File: src/rtl/crtb_pkg.sv
// shared types, codes and constants for the cascaded reload timer bank
package crtb_pkg;

	localparam int CHANNELS = 4;
	localparam int IRQ_W = 4;
	localparam int DIV_W = 12;
	localparam int CNT_W = 16;

	localparam logic [7:0] MASK_FIRST = 8'hC3;
	localparam logic [7:0] MASK_OTHER = 8'hC7;

	localparam int CTL_CASCADE = 2;
	localparam int CTL_IRQ = 6;
	localparam int CTL_START = 7;

	typedef enum logic [1:0] {
		KIND_TICK  = 2'd0,
		KIND_READ  = 2'd1,
		KIND_WRITE = 2'd2,
		KIND_NONE  = 2'd3
	} kind_t;

	typedef enum logic [1:0] {
		BYTE_LO   = 2'd0,
		BYTE_HI   = 2'd1,
		BYTE_CTL  = 2'd2,
		BYTE_CTLH = 2'd3
	} byte_sel_t;

	typedef struct packed {
		logic       tick;
		logic       wr_lo;
		logic       wr_hi;
		logic       wr_ctl;
		logic [7:0] data;
	} chan_cmd_t;

	typedef struct packed {
		logic [CNT_W-1:0] count;
		logic [7:0]       ctl;
		logic             wrap;
		logic             irq;
	} chan_stat_t;

	// low divider bits that must be zero for a prescaled count (2, 128, 512, 4096)
	function automatic logic [DIV_W-1:0] prescale_mask(input logic [1:0] sel);
		logic [DIV_W-1:0] m;
		unique case (sel)
			2'd0: m = 12'h001;
			2'd1: m = 12'h07F;
			2'd2: m = 12'h1FF;
			2'd3: m = 12'hFFF;
			default: m = 12'hFFF;
		endcase
		return m;
	endfunction

endpackage

File: src/rtl/crtb_if.sv
// request and response channel interfaces of the timer bank
interface crtb_req_if;
	logic       valid;
	logic       ready;
	logic [1:0] kind;
	logic [3:0] reg_offset;
	logic [7:0] write_data;

	modport source(output valid, kind, reg_offset, write_data, input ready);
	modport sink(input valid, kind, reg_offset, write_data, output ready);
endinterface

interface crtb_rsp_if;
	logic       valid;
	logic       ready;
	logic [7:0] read_data;
	logic [3:0] irq_raised;

	modport source(output valid, read_data, irq_raised, input ready);
	modport sink(input valid, read_data, irq_raised, output ready);
endinterface

File: src/rtl/crtb_channel.sv
// one timer channel: count, reload and control registers with wrap and cascade logic
module crtb_channel (
	input  logic                           clk,
	input  logic                           arst_n,
	input  logic                           is_first,
	input  crtb_pkg::chan_cmd_t            cmd,
	input  logic [crtb_pkg::DIV_W-1:0]     next_div,
	input  logic                           carry_in,
	output crtb_pkg::chan_stat_t           stat
);

	logic [crtb_pkg::CNT_W-1:0] count_q;
	logic [crtb_pkg::CNT_W-1:0] reload_q;
	logic [7:0]                 ctl_q;
	logic                       started;
	logic                       cascaded;
	logic                       hit;
	logic                       bump;
	logic                       wrap;
	logic [7:0]                 new_ctl;

	assign started  = ctl_q[crtb_pkg::CTL_START];
	assign cascaded = ctl_q[crtb_pkg::CTL_CASCADE] && !is_first;
	assign hit      = (next_div & crtb_pkg::prescale_mask(ctl_q[1:0])) == '0;
	assign bump     = cmd.tick && started && (cascaded ? carry_in : hit);
	assign wrap     = bump && (count_q == '1);
	assign new_ctl  = cmd.data & (is_first ? crtb_pkg::MASK_FIRST : crtb_pkg::MASK_OTHER);

	always_ff @(posedge clk or negedge arst_n) begin
		if (!arst_n) begin
			count_q  <= '0;
			reload_q <= '0;
			ctl_q    <= '0;
		end else begin
			if (bump) begin
				count_q <= wrap ? reload_q : count_q + 16'd1;
			end
			if (cmd.wr_lo) begin
				reload_q[7:0] <= cmd.data;
			end
			if (cmd.wr_hi) begin
				reload_q[15:8] <= cmd.data;
			end
			if (cmd.wr_ctl) begin
				ctl_q <= new_ctl;
				// start edge loads the count from reload
				if (!started && new_ctl[crtb_pkg::CTL_START]) begin
					count_q <= reload_q;
				end
			end
		end
	end

	assign stat.count = count_q;
	assign stat.ctl   = ctl_q;
	assign stat.wrap  = wrap;
	assign stat.irq   = wrap && ctl_q[crtb_pkg::CTL_IRQ];

endmodule

File: src/rtl/cascaded_reload_timer_bank_unit.sv
// top level of the cascaded reload timer bank
//
// usage: items arrive on req (kind, reg_offset, write_data) with a valid/ready
// handshake; every item gives exactly one item on rsp (read_data, irq_raised).
// a tick item advances the 12-bit divider and the started channels, a read
// item returns a count or control byte, a write item updates reload or control.
// an accepted item is registered in the input stage, then processed as it
// moves on into the response register, which drives rsp; a stalled rsp can
// hold it in the input stage.
// throughput: one item per cycle while rsp takes its items; the divider, the
// four channel counters and the cascade chain all update as the item is processed.
// when rsp stalls, the response register holds and one more item waits in the
// input stage; req.ready then drops until rsp takes its item.
// reset clears the divider, all counts, reloads and control bytes (all
// channels stopped) and empties both pipeline stages.
module cascaded_reload_timer_bank_unit (
	input  logic       clk,
	input  logic       arst_n,
	crtb_req_if.sink   req,
	crtb_rsp_if.source rsp
);

	localparam int N = crtb_pkg::CHANNELS;

	logic       valid_s1;
	logic [1:0] kind_s1;
	logic [3:0] offset_s1;
	logic [7:0] data_s1;
	logic       advance;

	logic       valid_s2;
	logic [7:0] read_data_s2;
	logic [3:0] irq_s2;

	logic [crtb_pkg::DIV_W-1:0] div_q;
	logic [crtb_pkg::DIV_W-1:0] next_div;

	logic [1:0] ch_sel;
	logic [1:0] byte_sel;
	logic       ch_ok;
	logic       is_tick;
	logic       is_read;
	logic       is_write;

	crtb_pkg::chan_cmd_t  cmd  [N];
	crtb_pkg::chan_stat_t stat [N];
	logic [N:0]           carry;

	logic [7:0]                read_val;
	logic [crtb_pkg::IRQ_W-1:0] irq_vec;

	// pipeline handshake
	assign advance   = valid_s1 && (!valid_s2 || rsp.ready);
	assign req.ready = !valid_s1 || advance;

	always_ff @(posedge clk or negedge arst_n) begin
		if (!arst_n) begin
			valid_s1 <= 1'b0;
		end else if (req.ready) begin
			valid_s1 <= req.valid;
		end
	end

	always_ff @(posedge clk) begin
		if (req.ready && req.valid) begin
			kind_s1   <= req.kind;
			offset_s1 <= req.reg_offset;
			data_s1   <= req.write_data;
		end
	end

	// decode of the item in the input stage
	assign ch_sel   = offset_s1[3:2];
	assign byte_sel = offset_s1[1:0];
	assign ch_ok    = 32'(ch_sel) < N;
	assign is_tick  = kind_s1 == crtb_pkg::KIND_TICK;
	assign is_read  = (kind_s1 == crtb_pkg::KIND_READ) && ch_ok;
	assign is_write = (kind_s1 == crtb_pkg::KIND_WRITE) && ch_ok;
	assign next_div = div_q + 12'd1;

	always_ff @(posedge clk or negedge arst_n) begin
		if (!arst_n) begin
			div_q <= '0;
		end else if (advance && is_tick) begin
			div_q <= next_div;
		end
	end

	assign carry[0] = 1'b0;

	for (genvar c = 0; c < N; c++) begin : g_chan
		logic sel;
		assign sel           = 32'(ch_sel) == c;
		assign cmd[c].tick   = advance && is_tick;
		assign cmd[c].wr_lo  = advance && is_write && sel && (byte_sel == crtb_pkg::BYTE_LO);
		assign cmd[c].wr_hi  = advance && is_write && sel && (byte_sel == crtb_pkg::BYTE_HI);
		assign cmd[c].wr_ctl = advance && is_write && sel && (byte_sel == crtb_pkg::BYTE_CTL);
		assign cmd[c].data   = data_s1;

		crtb_channel u_chan (
			.clk      (clk),
			.arst_n   (arst_n),
			.is_first (c == 0),
			.cmd      (cmd[c]),
			.next_div (next_div),
			.carry_in (carry[c]),
			.stat     (stat[c])
		);

		// a stopped channel never wraps, so the chain stops there
		assign carry[c+1] = stat[c].wrap;
	end

	for (genvar b = 0; b < crtb_pkg::IRQ_W; b++) begin : g_irq
		if (b < N) begin : g_on
			assign irq_vec[b] = stat[b].irq;
		end else begin : g_off
			assign irq_vec[b] = 1'b0;
		end
	end

	always_comb begin
		read_val = '0;
		for (int c = 0; c < N; c++) begin
			if (32'(ch_sel) == c) begin
				unique case (byte_sel)
					crtb_pkg::BYTE_LO:   read_val = stat[c].count[7:0];
					crtb_pkg::BYTE_HI:   read_val = stat[c].count[15:8];
					crtb_pkg::BYTE_CTL:  read_val = stat[c].ctl;
					crtb_pkg::BYTE_CTLH: read_val = '0;
					default:             read_val = '0;
				endcase
			end
		end
	end

	// response register
	always_ff @(posedge clk or negedge arst_n) begin
		if (!arst_n) begin
			valid_s2 <= 1'b0;
		end else if (advance) begin
			valid_s2 <= 1'b1;
		end else if (rsp.ready) begin
			valid_s2 <= 1'b0;
		end
	end

	always_ff @(posedge clk) begin
		if (advance) begin
			read_data_s2 <= is_read ? read_val : 8'd0;
			irq_s2       <= is_tick ? irq_vec : '0;
		end
	end

	assign rsp.valid      = valid_s2;
	assign rsp.read_data  = read_data_s2;
	assign rsp.irq_raised = irq_s2;

	// only ticks can raise interrupts
	a_irq_only_tick: assert property (@(posedge clk) disable iff (!arst_n)
		advance && !is_tick |=> irq_s2 == '0)
		else $error("interrupt raised on a non-tick item");

	// reads never come with data on ticks or writes
	a_read_only_read: assert property (@(posedge clk) disable iff (!arst_n)
		advance && !is_read |=> read_data_s2 == 8'd0)
		else $error("read data on a non-read item");

	// divider moves by exactly one per processed tick
	a_div_step: assert property (@(posedge clk) disable iff (!arst_n)
		advance && is_tick |=> div_q == 12'($past(div_q) + 12'd1))
		else $error("divider did not advance by one");

	// input stage only blocks while it holds an item that cannot move
	a_ready_stall: assert property (@(posedge clk) disable iff (!arst_n)
		!req.ready |-> valid_s1 && valid_s2 && !rsp.ready)
		else $error("input stalled without a blocked response");

endmodule
File: src/flat_wrapper.sv
// flat-port wrapper written by rule: the top's interface ports become plain ports
module cascaded_reload_timer_bank_unit_flat 
  (clk, arst_n, req_valid, req_kind, req_reg_offset, req_write_data, req_ready, rsp_valid, rsp_read_data, rsp_irq_raised, rsp_ready);
  crtb_req_if req_i ();
  crtb_rsp_if rsp_i ();
  input  logic clk;
  input  logic arst_n;
  input wire logic [$bits(req_i.valid)-1:0] req_valid;
  input wire logic [$bits(req_i.kind)-1:0] req_kind;
  input wire logic [$bits(req_i.reg_offset)-1:0] req_reg_offset;
  input wire logic [$bits(req_i.write_data)-1:0] req_write_data;
  output wire logic [$bits(req_i.ready)-1:0] req_ready;
  output wire logic [$bits(rsp_i.valid)-1:0] rsp_valid;
  output wire logic [$bits(rsp_i.read_data)-1:0] rsp_read_data;
  output wire logic [$bits(rsp_i.irq_raised)-1:0] rsp_irq_raised;
  input wire logic [$bits(rsp_i.ready)-1:0] rsp_ready;
  assign req_i.valid = req_valid;
  assign req_i.kind = req_kind;
  assign req_i.reg_offset = req_reg_offset;
  assign req_i.write_data = req_write_data;
  assign req_ready = req_i.ready;
  assign rsp_valid = rsp_i.valid;
  assign rsp_read_data = rsp_i.read_data;
  assign rsp_irq_raised = rsp_i.irq_raised;
  assign rsp_i.ready = rsp_ready;
  cascaded_reload_timer_bank_unit u_core (.clk(clk), .arst_n(arst_n), .req(req_i), .rsp(rsp_i));
endmodule
File: config.mk
export PLATFORM = sky130hd
export DESIGN_NAME = cascaded_reload_timer_bank_unit_flat
export DESIGN_NICKNAME = d
export VERILOG_FILES = /design/src/rtl/crtb_pkg.sv /design/src/rtl/crtb_if.sv /design/src/rtl/crtb_channel.sv /design/src/rtl/cascaded_reload_timer_bank_unit.sv /design/src/flat_wrapper.sv
export SDC_FILE = /design/constraint.sdc
export NUM_CORES = 1
export LEC_CHECK = 0
export BUFFER_PORTS_ARGS = -buffer_cell sky130_fd_sc_hd__buf_2
export CAP_MARGIN = 5
export CORE_MARGIN = 2
export CORE_UTILIZATION = 63
export DETAILED_ROUTE_END_ITERATION = 8
export HOLD_SLACK_MARGIN = 0.03
export PLACE_DENSITY = 0.89
export SLEW_MARGIN = 5
export SYNTH_ARGS = -nofsm -noshare
export SYNTH_HDL_FRONTEND = slang
export SYNTH_SLANG_ARGS = --single-unit
File: constraint.sdc
create_clock -name clk -period 4.4 [get_ports clk]
set_input_delay 0 -clock clk [delete_from_list [all_inputs] [get_ports clk]]
set_output_delay 0 -clock clk [all_outputs]
set_load 0.03 [all_outputs]
* Word-level counts from Yosys, hierarchy flattened *
Index checks and enable logic that the tools add are counted.
W data, S select, Z words.

word-level totals
  logic and storage cells = 150
  output and inout bits = 14
  register bits after elaboration = 187
  input bits = 18

cells by class
  multiplexer cells = 33
  $add $sub $neg = 5
  bitwise operators = 4
  reduce and logical (&&, ||, !) cells = 60
  equal/unequal tests = 24

operators by type and width
  cell                     count
  $mux W16                 16
  $pmux W12 S4             4
  $pmux W8 S4              4
  $add A16 B1 Y16 const B  4
  $eq A16 B16 Y1 const B   4
  $and A12 B12 Y12         4
  $logic_not A12 Y1        4
  $logic_and A1 B1 Y1      40
  $mux W8                  4
  $eq A2 B2 Y1 const B     13
  $eq A2 B1 Y1 const B     7
  $logic_not A2 Y1         7
  $add A12 B1 Y12 const B  1
  $logic_not A1 Y1         6
  $mux W1                  5
  $logic_or A1 B1 Y1       2
  $reduce_bool A2 Y1       1

* Depth between registers and ports, before layout *
  word-level depth = 20
  mapped depth = 12
  depth with buffers taken out = 10

* Modules after synthesis *
Synthesis repeated with hierarchy kept, for this count alone.

second synthesis, totals
  cell total of the unflattened synthesis = 1050
  area total of the unflattened synthesis = 10650.2 um^2

modules (own cells, without submodules)
  module                           area each (um^2)  seq. area each (um^2)  cells each  instances
  crtb_channel                     1990.7            925.9                  195         4
  cascaded_reload_timer_bank_unit  2687.6            1131.1                 270         1

* Worst setup path before layout *
No wires, ideal clock.

  kind = register -> register
  from = register u_core.div_q[1] (netlist name)
  to = register u_core.g_chan[3].u_chan.count_q[3] (netlist name)
  setup time = 0.126 ns
  clock period less this slack = 3.367 ns
  arrival = 3.241 ns
  setup slack = 1.033 ns
  required time = 4.274 ns
  stages on the path, launching flop included = 12
  path buffers = 1
  cell sequence = dfrtp_1 ha_1 a211o_1 a2111oi_4 nor2_2 a2111o_1 a221oi_4 and3_1 or3_1 buf_2 mux2_1 a221o_1

between the ends
  longest elaborated chain between the ends = 18
  elaborated cells between the ends (all ways) = 24
  those cells by class = add/sub (1); mux (7); bitwise (4); reduce/logical (12)

RTL lines
  what                    RTL line                               source
  from (decl)             cascaded_reload_timer_bank_unit.sv:35  logic [crtb_pkg::DIV_W-1:0] div_q;
  from (signal assigned)  cascaded_reload_timer_bank_unit.sv:85  div_q <= next_div;
  $add A12 B1 Y12 *       cascaded_reload_timer_bank_unit.sv:79  assign next_div = div_q + 12'd1;
  $and A12 B12 Y12        crtb_channel.sv:24                     assign hit = (next_div & crtb_pkg::prescale_mask(ctl_q[1:0])) == '0;
  $logic_not A12 Y1       crtb_channel.sv:24
  $logic_and A1 B1 Y1     crtb_channel.sv:25                     assign bump = cmd.tick && started && (cascaded ? carry_in : hit);
  $logic_and A1 B1 Y1     crtb_channel.sv:26                     assign wrap = bump && (count_q == '1);
  $mux W1                 crtb_channel.sv:25
  $logic_and A1 B1 Y1     crtb_channel.sv:25
  $logic_and A1 B1 Y1     crtb_channel.sv:26
  (+2 left out)           --
  $logic_and A1 B1 Y1     crtb_channel.sv:26
  $mux W1 *               crtb_channel.sv:25
  $logic_and A1 B1 Y1 *   crtb_channel.sv:25
  $logic_and A1 B1 Y1     crtb_channel.sv:26
  $mux W16                crtb_channel.sv:36                     count_q <= wrap ? reload_q : count_q + 16'd1;
  $mux W16 *              crtb_channel.sv:35                     if (bump) begin
  $mux W16                crtb_channel.sv:47                     if (!started && new_ctl[crtb_pkg::CTL_START]) begin
  $mux W16 *              crtb_channel.sv:44                     if (cmd.wr_ctl) begin
  to (signal assigned)    crtb_channel.sv:36
  to (signal assigned)    crtb_channel.sv:48                     count_q <= reload_q;
  to (decl)               crtb_channel.sv:12                     logic [crtb_pkg::CNT_W-1:0] count_q;

Mark *: on every way between the ends. The rest lies on a longest branch, timed or not.
A chain may end at the register's enable or synchronous reset.

* Worst setup path after layout *
  from = register u_core.div_q[0] (netlist name)
  to = register u_core.g_chan[3].u_chan.count_q[3] (netlist name)

The elaborated chain is that of the path after synthesis.

==> metrics.yaml <==
avgSynthCellArea_sq_um: 10.41
syn-instance-count: 934
grt_usage_pct: 32.18
slowest_delay_ps: 500
wl_um: 25600
clockBufferDepth: 2
timing.critical_path.from: "u_core.div_q[0]"
syn_to_final_growth_pct: 11.52
num_rows: 45
multi_input_area_sq_mm: 0.004639
grt_pass1_vias: 7603
drive_above_1_share_pct: 18.05
finalSetupViolCount: 0
setup_tns_ps: 0
postCtsSetupBuffers: 0
dieWidth_um: 128.2
synth_edf_count: 26
wl_per_cell_um: 21.81
clock_latency_ps: 430
maxCapViolCount: 0
dieArea_sq_mm: 0.01644
relSlewSlack_pct: 20.99
grt-ovfl-total: 0
slew_viol_final: 0
regArea_sq_mm: 0.004810
place_area_sq_mm: 0.01007
worstPathRequired_ps: 4720
synthArstFlopShare_pct: 86.10
fin_nets: 996
ys_warn_count: 0
place_congestion: 0.9472
ant_nets: 0
vdd_drop_max_mv: 0.3457
start_util_pct: 64.17
startpoint_type: "register"
netlist.area_leader.share_pct: 41.45
synth_area_leaders: "dfrtp_1, mux2_2, edfxtp_1"
core_area_sq_mm: 0.01515
fin_crit_ps: 3873
path_class: "register to register"
rsz0062_at_grt: "no"
synth_cell_type_count: 74
n_fill_cell: 1055
cts_buffers: 17
cp_data_arrival_time_ps: 4190
drc: 0
die_h_um: 128.2
ios: 32
rr_startpoint: "u_core.div_q[0]"
ys_ff_latch: 187
fmax_mhz: 258.2
rrSetupSlack_ps: 530
ys_seq_area_share_pct: 49.49
reg2regPathDepth: 10
min_path_type: "input port to asynchronous set/reset pin"
p_per_area_mw_per_mm2: 399.7
syn_area_sq_mm: 0.009719
r2r_end: "u_core.g_chan[3].u_chan.count_q[3]"
status: "completed"
postCtsHoldBufs: 18
path_cells: "ha_1 > a211o_1 > a2111oi_4 > nor2_2 > a2111o_1 > a221oi_4 > and3_1 > or3_1 > mux2_1 > a221o_1"
synth_top_area_cell: "dfrtp_1"
cellLeakagePower_nw: 4.751
cts-resized-gates: 0
final_hold_viol_count: 0
avgViaCountPerCell: 6.812
antenna_cells: 0
total_power_mw: 4.332
path_clk_slew_ps: 70
cts_tree: "built"
fin_area_sq_mm: 0.01084
grt_pass1_wl_um: 40430
numPortBuffers: 31
antenna_found_initial: 0
skew_ps: 9.849
synth_flop_cell: "dfrtp_1"
hold_ws_ps: 100.2
timing.final.crit_share_pct: 88.02
synth_commonest_cells: "dfrtp_1, nand2_1, mux2_2"
path_max_fanout: 10
place_hpwl_um: 16870
cts.sinks: 187
grt_max_degree: 59
cts_root_buf: "clkbuf_16"
vias: 7997
h-tree-depth: 4
worst_slew_pin_slew_ps: 1175
drt-initial-drc-count: 929
dr.pass1.iters: 5
cp_slowest_cell: "dfrtp_1"
endpoint_kind: "register"
syn-num-nets: 957
synth.most_common_cell: "dfrtp_1"
worst max-delay path, delay by kind of cell, from the launching register on:
family,cells,cell delay [ps]
AOI/OAI and AO/OA,5,1910
and+or+nand+nor,3,670
DFF,1,500
muxes,1,370
adders and majority gates,1,310
power breakdown:
group / leakage, nW / switching (mW) / internal [mW] / total, mW
clock: 0.281 / 0.699 / 0.848 / 1.55
sequential: 2.34 / 0.240 / 1.96 / 2.20
combinational: 2.12 / 0.306 / 0.281 / 0.587
kinds of logic (layout without fill, tap and decap cells):
group	Yosys count	in the layout	share of synthesized area (%)
AO/OA/AOI/OAI	202	202	14.28
XOR/XNOR	40	40	3.604
adder cells (fa/ha/maj)	5	5	0.6437
buffers and inverters	69	121	2.896
flip-flops	187	187	49.49
multiplexers	104	104	12.01
AND/OR/NAND/NOR	327	327	17.08
cell type report:
| cell class | instances | area share (%) |
|---|---|---|
| clock inverters | 15 | 1.535 |
| flip-flops and latches | 187 | 44.37 |
| multi-input cells | 678 | 42.80 |
| inverters | 21 | 0.7272 |
| clock buffers | 17 | 3.925 |
| repair buffers | 68 | 4.467 |
| well taps | 188 | 2.170 |
flip-flops by register name, summed over array words and instances, names as in the netlist, 4 cells and up:
| signal | cells |
|---|---|
| u_core.rsp.irq_raised | 4 |
| u_core.div_q | 12 |
| u_core.rsp.read_data | 8 |
| u_core.data_s1 | 8 |
| u_core.g_chan.u_chan.ctl_q | 19 |
| u_core.g_chan.u_chan.count_q | 64 |
| u_core.offset_s1 | 4 |
| u_core.g_chan.u_chan.reload_q | 64 |
routing by layer:
layer	GRT usage (%)	vias to the layer above	wire, um
met5	0	-	0
met4	12.15	0	856
met3	7.846	73	2062
met2	50.44	434	11900
met1	43.76	3953	10790
li1	-	3537	-
metrics by stage:
step / std cells / setup slack [ps] / utilization (%)
floorplan: 934 / 1033 / -
global placement: 1124 / 655.2 / 66.47
detailed placement: 1124 / 569.8 / 66.47
CTS: 1174 / 563.8 / 71.57
global route: 1174 / 353.2 / 71.57
finish: 1174 / 527.0 / 71.57
placed cells by master (no fill, tap or decap), drive strengths merged, types with 6 or more instances in the layout:
cell type and n:
nand2b 9, a21oi 39, inv 25, nor2 66, and2 7, a211oi 13
mux2i 21, dfrtp 161, and3 21, nor3 22, a31oi 7, o21ai 62
nand3b 8, a22oi 7, nand4 19, mux2 81, dlygate4sd3 18, xor2 17
a22o 9, o22ai 6, nand2 81, buf 50, or3 11, nor4 8
clkbuf 17, clkinv 6, a221o 10, xnor2 23, nand3 45, edfxtp 26
how the worst max path moves through the flow:
stage | end | slack [ps]
global route | u_core.g_chan[3].u_chan.count_q[3] | 350
detailed placement | u_core.g_chan[3].u_chan.count_q[3] | 570
finish | u_core.g_chan[3].u_chan.count_q[3] | 530
floorplan | u_core.g_chan[3].u_chan.count_q[3] | 1030
CTS | u_core.g_chan[3].u_chan.count_q[3] | 560
global placement | u_core.g_chan[3].u_chan.count_q[3] | 660
Note: power is estimated with default switching activity, not from simulation.
